$ cat config.mk
export PLATFORM = sky130hd
export DESIGN_NAME = irrigation_pump_controller_core
export DESIGN_NICKNAME = d
export VERILOG_FILES = /design/src/sv/ipc_pkg.sv /design/src/sv/irrigation_pump_controller_core.sv
export SDC_FILE = /design/constraint.sdc
export NUM_CORES = 1
export LEC_CHECK = 0
export ABC_AREA = 1
export BUFFER_PORTS_ARGS = -buffer_cell sky130_fd_sc_hd__buf_2
export CORE_MARGIN = 2
export CORE_UTILIZATION = 35
export CTS_BUF_LIST = sky130_fd_sc_hd__clkbuf_8
export DETAILED_ROUTE_END_ITERATION = 7
export HOLD_SLACK_MARGIN = 0.02
export SLEW_MARGIN = 20
export SYNTH_ARGS = -nofsm -noshare
export SYNTH_HDL_FRONTEND = slang
export SYNTH_SLANG_ARGS = --single-unit
$ cat constraint.sdc
create_clock -name clk_i -period 7.4 [get_ports clk_i]
set_input_delay 0.74 -clock clk_i [delete_from_list [all_inputs] [get_ports clk_i]]
set_output_delay 0.74 -clock clk_i [all_outputs]
set_load 0.1 [all_outputs]
$ cat src/sv/ipc_pkg.sv
// ----------------------------------------------------------------------------
// Irrigation pump controller package
// Shared payload types, register indexes, LED codes and reset constants.
// ----------------------------------------------------------------------------
`default_nettype none

package ipc_pkg;

  localparam int unsigned TICKS_PER_SECOND     = 1000;
  localparam int unsigned BLINK_HALF_PERIOD_MS = 500;
  localparam int unsigned BLINK_W              = 10;
  localparam int unsigned CFG_IDX_W            = 3;
  localparam int unsigned CFG_DATA_W           = 16;
  localparam int unsigned THRESH_W             = 7;
  localparam int unsigned CNT_W                = 32;

  localparam logic [THRESH_W-1:0] MIN_MOISTURE_RST = 7'd30;
  localparam logic [THRESH_W-1:0] MAX_MOISTURE_RST = 7'd70;
  localparam int unsigned AUTO_LIMIT_S_RST   = 60;
  localparam int unsigned MANUAL_S_RST       = 10;
  localparam int unsigned SAMPLE_INTERVAL_RST = 5;

  typedef enum logic [CFG_IDX_W-1:0] {
    CFG_MIN_MOISTURE    = 3'd0,
    CFG_MAX_MOISTURE    = 3'd1,
    CFG_AUTO_LIMIT_S    = 3'd2,
    CFG_MANUAL_S        = 3'd3,
    CFG_SAMPLE_INTERVAL = 3'd4
  } cfg_idx_e;

  typedef enum logic [1:0] {
    STATUS_NORMAL   = 2'd0,
    STATUS_WATERING = 2'd1,
    STATUS_LOW      = 2'd2,
    STATUS_FAULT    = 2'd3
  } led_status_e;

  typedef enum logic [1:0] {
    COLOR_OFF    = 2'd0,
    COLOR_BLUE   = 2'd1,
    COLOR_YELLOW = 2'd2,
    COLOR_RED    = 2'd3
  } led_color_e;

  typedef struct packed {
    logic signed [7:0] moisture_sample;
    logic              auto_selected;
    logic              pump_button;
  } in_t;

  typedef struct packed {
    logic              pump_on;
    logic              mode_is_auto;
    logic [1:0]        led_status;
    logic [1:0]        led_color;
    logic signed [7:0] latched_moisture;
  } out_t;

endpackage

`default_nettype wire

$ cat src/sv/irrigation_pump_controller_core.sv
// ----------------------------------------------------------------------------
// Irrigation pump controller core
// Per-millisecond pump control with sample latching, timeouts and status LED.
// ----------------------------------------------------------------------------
// Usage: every input word on in_data_i is one millisecond tick carrying the
// moisture sample, the mode selection and the pump button. Each accepted word
// produces exactly one result word on out_data_o, in order. A word is taken
// when its valid is high and the matching stall is low.
// A word accepted into the input register moves into the result register once
// that register is free, and is presented from there until taken. Throughput
// is one word per clock while the receiver does not stall; all per-tick work
// is a single pass of compare and counter logic between the two registers, and
// the tick-limit products are formed once, on the configuration write.
// When the receiver stalls, the result register holds its word and the input
// register still takes one more word, then in_stall_o rises until the result
// is taken. Configuration writes are always accepted (cfg_ready_o is high) and
// should be issued only while no word is in flight. Unused indexes are ignored.
// Reset clears both registers, returns all controller state to auto mode with
// the pump off, and restores the default thresholds and durations.
// ----------------------------------------------------------------------------
`default_nettype none

module irrigation_pump_controller_core #(
  parameter int unsigned TicksPerSecond = ipc_pkg::TICKS_PER_SECOND
) (
  input  wire                                clk_i,
  input  wire                                rst_ni,
  input  wire                                in_valid_i,
  output logic                               in_stall_o,
  input  wire ipc_pkg::in_t                  in_data_i,
  output logic                               out_valid_o,
  input  wire                                out_stall_i,
  output ipc_pkg::out_t                      out_data_o,
  input  wire                                cfg_valid_i,
  output logic                               cfg_ready_o,
  input  wire [ipc_pkg::CFG_IDX_W-1:0]       cfg_index_i,
  input  wire [ipc_pkg::CFG_DATA_W-1:0]      cfg_data_i
);

  localparam int unsigned TpsW   = $clog2(TicksPerSecond + 1);
  localparam int unsigned LimitW = ipc_pkg::CFG_DATA_W + TpsW;
  localparam int unsigned CmpW   = (LimitW > ipc_pkg::CNT_W) ? LimitW : ipc_pkg::CNT_W;
  localparam logic [ipc_pkg::BLINK_W-1:0] BlinkMax  = '1;
  localparam logic [ipc_pkg::BLINK_W-1:0] BlinkHalf =
    ipc_pkg::BLINK_W'(ipc_pkg::BLINK_HALF_PERIOD_MS);
  localparam logic [ipc_pkg::CNT_W-1:0] CntMax = '1;

  logic [ipc_pkg::THRESH_W-1:0] min_moisture_q, max_moisture_q;
  logic [LimitW-1:0]            auto_limit_q, manual_limit_q, sample_limit_q;
  logic [LimitW-1:0]            cfg_product;

  logic                 mode_auto_q, mode_auto_d;
  logic                 pump_q, pump_d;
  logic [ipc_pkg::CNT_W-1:0] wat_q, wat_d;
  logic [7:0]           held_q, held_d;
  logic [ipc_pkg::CNT_W-1:0] samp_q, samp_d;
  logic                 sampled_q, sampled_d;
  logic [1:0]           prev_status_q, prev_status_d;
  logic                 blink_phase_q, blink_phase_d;
  logic [ipc_pkg::BLINK_W-1:0] blink_q, blink_d;
  logic [1:0]           color_q, color_d;

  logic          s1_valid_q;
  ipc_pkg::in_t  s1_data_q;
  logic          out_valid_q;
  ipc_pkg::out_t out_data_q, out_data_d;
  logic          out_free, s1_advance, in_accept;

  assign cfg_ready_o = 1'b1;
  assign cfg_product = LimitW'(cfg_data_i) * LimitW'(TicksPerSecond);

  always_ff @(posedge clk_i or negedge rst_ni) begin
    if (!rst_ni) begin
      min_moisture_q <= ipc_pkg::MIN_MOISTURE_RST;
      max_moisture_q <= ipc_pkg::MAX_MOISTURE_RST;
      auto_limit_q   <= LimitW'(ipc_pkg::AUTO_LIMIT_S_RST * TicksPerSecond);
      manual_limit_q <= LimitW'(ipc_pkg::MANUAL_S_RST * TicksPerSecond);
      sample_limit_q <= LimitW'(ipc_pkg::SAMPLE_INTERVAL_RST * TicksPerSecond);
    end else if (cfg_valid_i) begin
      case (ipc_pkg::cfg_idx_e'(cfg_index_i))
        ipc_pkg::CFG_MIN_MOISTURE:    min_moisture_q <= cfg_data_i[ipc_pkg::THRESH_W-1:0];
        ipc_pkg::CFG_MAX_MOISTURE:    max_moisture_q <= cfg_data_i[ipc_pkg::THRESH_W-1:0];
        ipc_pkg::CFG_AUTO_LIMIT_S:    auto_limit_q   <= cfg_product;
        ipc_pkg::CFG_MANUAL_S:        manual_limit_q <= cfg_product;
        ipc_pkg::CFG_SAMPLE_INTERVAL: sample_limit_q <= cfg_product;
        default: ;
      endcase
    end
  end

  assign out_free    = !out_valid_q || !out_stall_i;
  assign s1_advance  = s1_valid_q && out_free;
  assign in_stall_o  = s1_valid_q && !out_free;
  assign in_accept   = in_valid_i && !in_stall_o;
  assign out_valid_o = out_valid_q;
  assign out_data_o  = out_data_q;

  always_comb begin
    logic [ipc_pkg::CNT_W-1:0] wat_inc;
    logic [ipc_pkg::CNT_W-1:0] samp_inc;
    logic                      latch;
    logic                      neg;
    logic [6:0]                mag;
    logic                      le_min, lt_min, ge_max;
    logic [1:0]                status;

    wat_inc  = (wat_q == CntMax) ? wat_q : wat_q + 1'b1;
    blink_d  = (blink_q < BlinkMax) ? blink_q + 1'b1 : blink_q;
    samp_inc = sampled_q ? ((samp_q == CntMax) ? samp_q : samp_q + 1'b1) : samp_q;

    latch     = !sampled_q || (CmpW'(samp_inc) >= CmpW'(sample_limit_q));
    held_d    = latch ? s1_data_q.moisture_sample : held_q;
    samp_d    = latch ? '0 : samp_inc;
    sampled_d = 1'b1;

    neg    = held_d[7];
    mag    = held_d[6:0];
    le_min = !neg && (mag <= min_moisture_q);
    lt_min = !neg && (mag < min_moisture_q);
    ge_max = !neg && (mag >= max_moisture_q);

    mode_auto_d = mode_auto_q;
    pump_d      = pump_q;
    wat_d       = wat_inc;

    if (s1_data_q.auto_selected) begin
      mode_auto_d = 1'b1;
      if (neg) begin
        pump_d = 1'b0;
      end else if (le_min && !pump_q) begin
        pump_d = 1'b1;
        wat_d  = '0;
      end else if (ge_max || (CmpW'(wat_inc) > CmpW'(auto_limit_q))) begin
        pump_d = 1'b0;
      end
    end else begin
      if (mode_auto_q) begin
        pump_d      = 1'b0;
        mode_auto_d = 1'b0;
      end else if (s1_data_q.pump_button && !pump_q) begin
        pump_d = 1'b1;
        wat_d  = '0;
      end else if (pump_q && (CmpW'(wat_inc) > CmpW'(manual_limit_q))) begin
        pump_d = 1'b0;
      end
    end

    if (pump_d) begin
      status = ipc_pkg::STATUS_WATERING;
    end else if (neg) begin
      status = ipc_pkg::STATUS_FAULT;
    end else if (lt_min) begin
      status = ipc_pkg::STATUS_LOW;
    end else begin
      status = ipc_pkg::STATUS_NORMAL;
    end

    color_d       = color_q;
    blink_phase_d = blink_phase_q;
    case (ipc_pkg::led_status_e'(status))
      ipc_pkg::STATUS_NORMAL:   color_d = ipc_pkg::COLOR_BLUE;
      ipc_pkg::STATUS_WATERING: color_d = ipc_pkg::COLOR_YELLOW;
      ipc_pkg::STATUS_FAULT:    color_d = ipc_pkg::COLOR_RED;
      default: begin
        if (prev_status_q != ipc_pkg::STATUS_LOW) begin
          color_d       = ipc_pkg::COLOR_RED;
          blink_phase_d = 1'b1;
          blink_d       = '0;
        end
        if (blink_d >= BlinkHalf) begin
          color_d       = blink_phase_d ? ipc_pkg::COLOR_OFF : ipc_pkg::COLOR_RED;
          blink_phase_d = !blink_phase_d;
          blink_d       = '0;
        end
      end
    endcase
    prev_status_d = status;

    out_data_d.pump_on          = pump_d;
    out_data_d.mode_is_auto     = mode_auto_d;
    out_data_d.led_status       = status;
    out_data_d.led_color        = color_d;
    out_data_d.latched_moisture = held_d;
  end

  always_ff @(posedge clk_i or negedge rst_ni) begin
    if (!rst_ni) begin
      s1_valid_q    <= 1'b0;
      out_valid_q   <= 1'b0;
      mode_auto_q   <= 1'b1;
      pump_q        <= 1'b0;
      wat_q         <= '0;
      held_q        <= '0;
      samp_q        <= '0;
      sampled_q     <= 1'b0;
      prev_status_q <= ipc_pkg::STATUS_NORMAL;
      blink_phase_q <= 1'b0;
      blink_q       <= '0;
      color_q       <= ipc_pkg::COLOR_OFF;
    end else begin
      if (in_accept) begin
        s1_valid_q <= 1'b1;
      end else if (s1_advance) begin
        s1_valid_q <= 1'b0;
      end
      if (out_free) begin
        out_valid_q <= s1_valid_q;
      end
      if (s1_advance) begin
        mode_auto_q   <= mode_auto_d;
        pump_q        <= pump_d;
        wat_q         <= wat_d;
        held_q        <= held_d;
        samp_q        <= samp_d;
        sampled_q     <= sampled_d;
        prev_status_q <= prev_status_d;
        blink_phase_q <= blink_phase_d;
        blink_q       <= blink_d;
        color_q       <= color_d;
      end
    end
  end

  always_ff @(posedge clk_i) begin
    if (in_accept) begin
      s1_data_q <= in_data_i;
    end
    if (s1_advance) begin
      out_data_q <= out_data_d;
    end
  end

endmodule

`default_nettype wire

==> results of run 1 <==
-- worst max path at each step --
stage / end / slack (ns) / depth (start not counted)
after detailed placement: out_data_o[8] / 0.83 / 41
final: out_data_o[8] / 0.80 / 41
after CTS: out_data_o[8] / 0.79 / 41
after global routing: color_q[1] / 0.01 / 45
after global placement: out_data_o[8] / 1.17 / 41
after floorplan: out_data_o[8] / 1.97 / 41
-- cells by family (layout without fill, tap and decap cells) --
logic type | count (synthesis) | count (layout) | synth area share (%)
adder cells (fa/ha/maj) | 194 | 194 | 19.5
other | 1 | 1 | 0.0258
AND/OR/NAND/NOR | 754 | 754 | 22.2
buffers and inverters | 316 | 368 | 8.51
XOR/XNOR | 62 | 62 | 3.74
flip-flops | 199 | 199 | 35.4
AO/OA/AOI/OAI | 290 | 290 | 10.6
-- metal layers --
layer	vias to the layer above	track usage (%)	share of wire, %
li1	5952	-	-
met1	5622	24.2	49
met2	185	27.7	46
met3	21	2.27	3.4
met4	0	3.64	1.2
met5	-	0	0
-- worst register-to-register path: cells and delay by family, from the launching register on --
kind	cells	cell delay, ns
AND/OR/NAND/NOR	20	2.30
AO/OA/AOI/OAI	10	1.58
adder cells (fa/ha/maj)	4	1.09
buffers and inverters	6	0.74
flip-flops	1	0.44
XOR/XNOR	1	0.19
-- power by group --
group	total [mW]	switching (mW)	internal [mW]
sequential	1.72	0.209	1.51
combinational	3.22	2.19	1.04
clock	0.709	0.456	0.253
-- repair_timing --
action / 4_1_cts / 5_1_grt
hold endpoints to repair: 0 / 0
hold buffers: 0 / 0
resized for setup: 0 / 1
endpoints found under the setup margin: 0 / 1
-- registers in the layout (all words and copies together), names as in the netlist --
signal / count
max_moisture_q: 7
prev_status_q: 2
mode_auto_q: 1
wat_q: 32
auto_limit_q: 23
samp_q: 32
sampled_q: 1
s1_valid_q: 1
out_valid_o: 1
color_q: 2
blink_phase_q: 1
manual_limit_q: 23
out_data_o: 14
pump_q: 1
blink_q: 10
sample_limit_q: 23
s1_data_q: 10
min_moisture_q: 7
held_q: 8
-- synth_stat cells (6+ instances only) --
master      n
inv_1     276
o21ai_1    23
nor3_1     25
dfrtp_1   150
nand3_1   103
nor2_2      7
o21ai_0   147
nor2_1    164
nand4_1    20
ha_1      140
nand2_1   400
nand3_2     6
fa_1       54
a31oi_1     7
nor4_1      7
clkbuf_1   27
o22ai_1    20
edfxtp_1   24
xnor2_1    10
xor2_1     52
a21oi_1    74
dfstp_2    25
-- area by class of cell --
| class | instances | area (um2) |
|---|---|---|
| Tap cell | 532 | 666 |
| Inverter | 279 | 1050 |
| Fill cell | 4265 | 25200 |
| Timing Repair Buffer | 57 | 314 |
| Clock inverter | 15 | 159 |
| Clock buffer | 17 | 234 |
| Multi-Input combinational cell | 1301 | 8150 |
| Sequential cell | 199 | 5130 |
==> impl_results.md, run 1 <==
* Vias in the first global route at 11900
* Slew HR at between 30% and 40%
* Synth area leaders: dfrtp_1 26%, ha_1 12%, nand2_1 10%
* Commonest non-fill, non-tap cell in the layout: nand2_1
* RSZ-0062 raised after global routing: no
* GPL Wtd Cong at 0.915
* Syn avg cell area at 7.99 um2
* Largest net degree at the start of global routing at 112
* Clk slew on worst S/H paths at ~0.11 ns
* R2R Path Start: samp_q[0]
* Clk buf depth at 2
* Total power at around 5.7 mW
* Cells after synthesis at between 1500 and 2000
* Final Cell Area at between 0.015 and 0.02 mm2
* Post-route DRC at 0
* Peak supply drop at 0.170 mV
* Ys async rst share at 87.9%
* Die extent in y at 208 um
* Critical Path Max Stage Delay at 0.44 ns
* CTS root buf: clkbuf_8
* Final Max Tran Viols at 0
* Worst-skew pair later-pin latency at 0.49 ns
* Dpl ws at 0.832 ns
* Reg2reg path depth at 41
* Number of distinct library cells after synthesis at 49
* Worst Clk Skew at approximately 0.025 ns
* Die X at 208 um
* Seq/Total Area, Yosys at a little over a third
* Synthesis-stage register bit count at 199
* Crit-path most repeated cell: nand2_1
* Commonest cells after routing, fill and taps aside: 400 x nand2_1, 276 x inv_1, 163 x nor2_1, 150 x dfrtp_1, 147 x o21ai_0
* Synth Flop Type: dfrtp_1
* Critical path capture point type: register
* DRT iter0 DRCs at 774
* Final period util at between 80% and 90%
* WP buf/inv at 6
* Num ports at 51
* Vias at between 10000 and 15000
* Area share of the largest cell type after synthesis at about a quarter
* Diode count at 0
* Final WL at 35600 um
* CP Launch Point: samp_q[0]
* Die Area at 0.0431 mm2
* Synth-to-layout area growth at 8.22%
* WHS at 0.341 ns
* Placed cell areas at 0.0153 mm2
* Pwr/cell area at 360 mW/mm2
* Status: complete, no violations
* Core Area at 0.0409 mm2
* Synth warn at 0
* Post-layout util at 38.4%
* Critical Path AT at 6.84 ns
* Worst EP required at 7.64 ns
* Dpl cells at 2368
* Gr usage total at ~17%
* Netlist Area Pre-Place at 0.0145 mm2
* CTS Buf Count at 17
* CTS H-tree lvls at 4
* Post-route ant nets at 0
* First-pass GRT wire length at 60200 um
* Lkg Pwr at ~7.4 nW
* Worst slew pin tran at about 0.91 ns
* Final Non-Filler Cells at 2400
* Startpoint types: register
* CP max-delay cell: dfrtp_1
* Wire per inst at between 10 and 15 um
* Setup TNS at 0 ns
* Maxcap violations at 0
* DP HPWL at 27900 um
* Net Count, Synth at 2044
* Crit path time final at 6.60 ns
* # nets final at 2083
* Synth area leader: dfrtp_1
* Pre-Repair DR Iteration Count at 5
* CTS Sinks at just under 200
* Starting Density at 35.5%
* Final hold vios at 0
* Postcts setup bufs at 0
* Via/cell ratio at between 4 and 5
* Initial antenna violation count at 0
* Max FO, Critical Path at 17
* Kind of critical path: reg2reg
* Worst r2r dst: out_data_o[8]
* Peak Freq at around 150 MHz
* R2R setup slack at between 0.8 and 0.9 ns
* # rows at 74
* Final worst slack at 0.801 ns
* PortBufs at 49
* Share of layout cells above drive strength 1 at around 8%
* TritonCTS clock tree: yes
* EDFF count, synth at 24
* Total grt overflow at 0
* Worst Hold Class: in2async
* Largest delay share family, worst path: simple AND/OR/NAND/NOR gates
* Final setup fails at 0
(Power assumes the default switching activity.)
==> run 2, diff against run 1 <==
--- a/config.mk
+++ b/config.mk
@@ -5,7 +5,7 @@
 export SDC_FILE = /design/constraint.sdc
 export NUM_CORES = 1
 export LEC_CHECK = 0
-export ABC_AREA = 1
+export ABC_AREA = 0
 export BUFFER_PORTS_ARGS = -buffer_cell sky130_fd_sc_hd__buf_2
 export CORE_MARGIN = 2
 export CORE_UTILIZATION = 35
==> run 2 against run 1 <==
Hold slack better by 0.050 ns. Critical path depth down 8. Register-to-register slack worse by 0.40 ns. First-iteration DRC count down 7.2%. Worst setup slack worse by 0.40 ns. Flip-flop and latch count unchanged. Clock skew down 0.0047 ns. Count of clock-buffer cells in the layout unchanged. Wire length down 5.7%. Sequential share of layout area up 0.72 points. Die area down 3.0%. Largest power group unchanged.
==> impl_results.md, run 2 <==
* Synth warn at 0
* Startpoint types: register
* CP max-delay cell: or3_1
* Lkg Pwr at 7.17 nW
* Area share of the largest cell type after synthesis at 26.7%
* Critical path capture point type: register
* Syn avg cell area at ~9.5 um2
* CTS root buf: clkbuf_8
* Synth area leader: dfrtp_1
* Critical Path Max Stage Delay at 0.44 ns
* Share of power burned in the clock network at 14.1%
* Commonest cells after routing, fill and taps aside: 179 x nand2_1, 149 x dfrtp_1, 140 x ha_1, 131 x inv_1, 127 x o21ai_0
* Clk buf depth at 2
* Post-layout util at 38.7%
* Synth Flop Type: dfrtp_1
* Largest net degree at the start of global routing at 107
* Post-route DRC at 0
* Ys async rst share at between 80 and 90%
* Core Area at 0.0397 mm2
* Kind of critical path: reg2reg
* Worst slew pin tran at just under 1 ns
* Total grt overflow at 0
* Critical Path AT at 7.38 ns
* EDFF count, synth at 24
* WP buf/inv at 3
* # nets final at about 1800
* Synth area leaders: dfrtp_1 27%, ha_1 12%, fa_1 7.7%
* Vias in the first global route at between 10000 and 15000
* Most common cell in the netlist: nand2_1
* Dpl cells at around 2000
* Vias at 10800
* Design internal power at 2.57 mW
* Commonest non-fill, non-tap cell in the layout: nand2_1
* Final Cell Area at between 0.015 and 0.02 mm2
* Worst EP required at just under 8 ns
* Via/cell ratio at 5.21
* Final WL at roughly 34000 um
* Die extent in y at between 200 and 250 um
* CP Launch Point: samp_q[0]
* CTS Sinks at between 150 and 200
* Net Count, Synth at around 1700
* Netlist Area Pre-Place at 0.0141 mm2
* Worst Hold Class: in2async
* Flop pwr share at between 30 and 40%
* GPL Wtd Cong at 0.873
* Final Non-Filler Cells at about 2100
* Max FO, Critical Path at 11
* Largest delay share family, worst path: compound AO/OA/AOI/OAI gates
* Status: complete, no violations
* TritonCTS clock tree: yes
* R2R Path Start: samp_q[0]
* Starting Density at approximately 35%
* Slew HR at 35.8%
* FF/Latch Area at 0.00513 mm2
* Num ports at 51
* Peak Freq at 143 MHz
* Pwr/cell area at 309 mW/mm2
* Post-route ant nets at 0
* CTS Hold Bufs at 0
* Largest regs: samp_q x32, wat_q x32
* Placed cell areas at 0.0149 mm2
* Synthesis-stage register bit count at 199
* Maxcap violations at 0
* Final worst slack at slightly below 0.4 ns
* Net Sw Frac at between 40% and 50%
* Combinational power share at 52.1%
* Initial antenna violation count at 1
* Worst Clk Skew at approximately 0.02 ns
* Synth-to-layout area growth at 9.26%
* Wire per inst at 16.3 um
* Cells after synthesis at approximately 1500
* DRT iter0 DRCs at 718
* Pre-Repair DR Iteration Count at 5
* Gr usage total at between 15 and 20%
* CTS H-tree lvls at 4
* Die X at ~200 um
* Seq/Total Area, Yosys at 36.5%
* # rows at 73
* Final hold vios at 0
* Clk slew on worst S/H paths at 0.11 ns
* Final period util at 94.6%
* R2R setup slack at between 0.3 and 0.4 ns
* Crit path time final at ~7.0 ns
* Final Max Tran Viols at 0
* First-pass GRT wire length at 55100 um
* Share of layout cells above drive strength 1 at 12.1%
* CTS Buf Count at 17
* Number of distinct library cells after synthesis at 77
* PortBufs at between 40 and 50
* Peak supply drop at 0.182 mV
* WHS at 0.392 ns
* Die Area at around 0.042 mm2
* Worst-skew pair later-pin latency at between 0.4 and 0.5 ns
* Final setup fails at 0
* Dpl ws at -0.144 ns
* Top cells by count, synth: 181 x nand2_1, 150 x dfrtp_1, 140 x ha_1
* Switching pwr at 2.18 mW
* DP HPWL at 25600 um
* Area taken by multi-input logic gates at 0.00829 mm2
* Crit-path most repeated cell: ha_1
* Number of fill cells at 3940
run 2: path summary, 6_finish.rpt:
kind / end / cells after the start
setup / recovery: blink_q[1] / 33
hold / removal: auto_limit_q[20] / 1
setup reg to reg: blink_q[1] / 33
hold reg to reg: mode_auto_q / 2
max in group asynchronous: samp_q[0] / 2
min in group clk_i: s1_data_q[2] / 1
run 2: stage by stage:
stage | total power, mW | setup TNS (ns)
floorplan | 3.32 | 0
global placement | 4.05 | 0
detailed placement | 4.11 | -0.648
CTS | 4.80 | 0
global route | 5.14 | -0.0428
finish | 4.75 | 0
run 2: power by group through the flow:
stage	combinational [mW]	clock (mW)	sequential, mW
final	2.48	0.670	1.61
after global routing	2.77	0.732	1.64
after CTS	2.50	0.694	1.61
after detailed placement	2.49	0	1.63
after global placement	2.43	0	1.62
after floorplan	1.59	0	1.73
run 2: timing repair:
action	CTS	global route
setup buffers	0	3
endpoints found under the setup margin	13	17
pin swaps	0	3
gates cloned	0	0
hold endpoints to repair	0	0
gates resized for setup	2	9
run 2: logic make-up (layout without fill, tap and decap cells):
group	after synthesis	count (layout)	synth area share (%)
other cells	1	2	0.0267
mux	39	39	3.14
fa+ha+maj	194	194	20.1
buf+inv	181	237	4.92
flops	199	199	36.5
compound gates	308	308	13.8
xor+xnor	67	67	4.17
simple gates	497	497	17.3
run 2: area by class of cell:
cell class | count | area share (%)
Multi-Input combinational cell | 1106 | 53.9
Sequential cell | 199 | 33.4
Timing Repair Buffer | 73 | 2.81
Clock inverter | 15 | 0.830
Antenna cell | 1 | 0.0163
Clock buffer | 17 | 1.52
Inverter | 132 | 3.22
Tap cell | 525 | 4.27
run 2: routing by layer:
layer / up-vias / track usage [%] / part of all wire [%]
li1: 5296 / - / -
met1: 5290 / 23.2 / 47
met2: 172 / 27.1 / 48
met3: 22 / 1.72 / 2.9
met4: 0 / 4.30 / 1.4
met5: - / 0 / 0
run 2: worst reg2reg max path, delay by kind of cell, from the launching register on:
kind / cells / cell delay [ns]
AND/OR/NAND/NOR: 12 / 2.18
buffers and inverters: 3 / 0.38
flip-flops: 1 / 0.43
AO/OA/AOI/OAI: 12 / 2.30
XOR/XNOR: 1 / 0.18
multiplexers: 1 / 0.40
adder cells (fa/ha/maj): 4 / 1.03
==> run 3, diff against run 2 <==
==> constraint.sdc (replaced) <==
create_clock -name clk_i -period 6.6 [get_ports clk_i]
set_input_delay 0.66 -clock clk_i [delete_from_list [all_inputs] [get_ports clk_i]]
set_output_delay 0.66 -clock clk_i [all_outputs]
set_load 0.1 [all_outputs]
==> run 3 against run 2 <==
Sequential share of layout area shrank 1.4 points. Via count grew 2.2%. Critical path type unchanged. Hold slack lost 0.18 ns. Core utilization grew 1.7 points.
==> impl_results.md, run 3 (synthesis results as in run 2) <==
* Status: complete, no violations
* Vias in the first global route at ~11000
* CTS Sinks at about 200
* Starting Density at between 30% and 40%
* Total grt overflow at 0
* Total stage count of the critical path at 35
* Max FO, Critical Path at 8
* Worst Clk Skew at between 0.009 and 0.01 ns
* Startpoint types: register
* Clk buf depth at 2
* Die extent in y at 204 um
* Num ports at between 50 and 60
* Critical Path Max Stage Delay at 0.41 ns
* CTS Hold Bufs at 0
* CP max-delay cell: dfrtp_1
* Pre-Repair DR Iteration Count at 5
* Wire per inst at approximately 16 um
* DRT iter0 DRCs at 611
* Largest regs: samp_q x32, wat_q x32
* Initial antenna violation count at 0
* Clk slew on worst S/H paths at 0.11 ns
* Reg2reg path depth at 35
* Commonest non-fill, non-tap cell in the layout: nand2_1
* Lkg Pwr at roughly 7.5 nW
* Final worst slack at 0.275 ns
* Critical path capture point type: register
* Final WL at 34500 um
* CTS H-tree lvls at 4
* Maxcap violations at 0
* Post-route ant nets at 0
* Final hold vios at 0
* Commonest cells after routing, fill and taps aside: 177 x nand2_1, 150 x dfrtp_1, 135 x ha_1, 131 x inv_1, 124 x o21ai_0
* Worst EP required at around 7 ns
* Critical Path AT at 6.71 ns
* WP buf/inv at 3
* Final period util at 95.8%
* PortBufs at 49
* Worst slew pin tran at 1.12 ns
* Worst Hold Class: in2async
* Final setup fails at 0
* CTS Buf Count at 17
* Die X at 204 um
* DP HPWL at 26200 um
* Worst-skew pair later-pin latency at roughly 0.5 ns
* Setup TNS at 0 ns
* Post-route DRC at 0
* GPL Wtd Cong at around 0.87
* Peak supply drop at roughly 0.23 mV
* Peak Freq at between 150 and 200 MHz
* CTS root buf: clkbuf_8
* # rows at 73
* Largest net degree at the start of global routing at a little under 90
* Gr usage total at between 10% and 20%
* Slew HR at 25.1%
* Synth-to-layout area growth at 14.0%
* Final Cell Area at approximately 0.016 mm2
* Pwr/cell area at 346 mW/mm2
* Dpl cells at ~2100
* # nets final at 1813
* Die Area at 0.0418 mm2
* Core Area at 0.0397 mm2
* Diode count at 0
* Crit path time final at around 6.3 ns
* Crit-path most repeated cell: a21o_1
* TritonCTS clock tree: yes
* Vias at 11000
* Kind of critical path: reg2reg
* Final Non-Filler Cells at ~2100
* First-pass GRT wire length at 56800 um
* Via/cell ratio at 5.19
* Dpl ws at 0.159 ns
* Share of layout cells above drive strength 1 at 16.5%
* Final Max Tran Viols at 0
* Placed cell areas at 0.0154 mm2
* Largest delay share family, worst path: compound AO/OA/AOI/OAI gates
run 3: cell count changes in the layout (fill, tap and decap cells not counted), sizes merged:
cell / change
clkinv: -4
inv: +2
diode: -1
bufinv: +1
buf: +56
clkinvlp: +1
run 3: final cells by class:
| cell class | instances | area [um2] |
|---|---|---|
| multi-input cells | 1106 | 8500 |
| flip-flops and latches | 199 | 5130 |
| fillers | 3954 | 23700 |
| clock inverters | 15 | 151 |
| clock buffers | 17 | 234 |
| well taps | 525 | 657 |
| repair buffers | 129 | 870 |
| inverters | 132 | 495 |
run 3: where the power goes:
group	switching, mW	total (mW)	internal (mW)
Clock	0.461	0.800	0.339
Combinational	1.85	2.96	1.11
Sequential	0.193	1.80	1.60
run 3: path summary, 6_finish.rpt:
check | slack (ns) | end | from
worst max-delay path | 0.27 | blink_q[1] | samp_q[1]
worst min-delay path | 0.21 | manual_limit_q[21] | rst_ni
worst max register to register | 0.27 | blink_q[1] | samp_q[1]
worst min register to register | 0.47 | mode_auto_q | mode_auto_q
max in group asynchronous | 5.24 | mode_auto_q | rst_ni
min in group clk_i | 0.35 | s1_data_q[5] | in_data_i[5]
run 3: through the flow:
stage	util, %	hold slack [ns]	total power [mW]
floorplan	-	0.364	3.73
global placement	38.7	0.447	4.63
detailed placement	38.7	0.461	4.69
CTS	39.7	0.232	5.51
global route	40.4	0.269	6.01
finish	40.4	0.211	5.55
run 3: metal layers:
layer | share of wire (%) | GRT usage (%) | vias up | wire [um]
li1 | - | - | 5406 | -
met1 | 47 | 23.0 | 5398 | 16400
met2 | 48 | 28.5 | 182 | 16700
met3 | 2.4 | 1.87 | 32 | 819
met4 | 1.8 | 5.56 | 0 | 636
met5 | 0 | 0 | - | 0
run 3: repair_timing:
item | 4_1_cts | 5_1_grt
endpoints found under the hold margin | 0 | 0
setup endpoints to repair | 0 | 40
resized for setup | 0 | 43
buffers inserted | 0 | 5
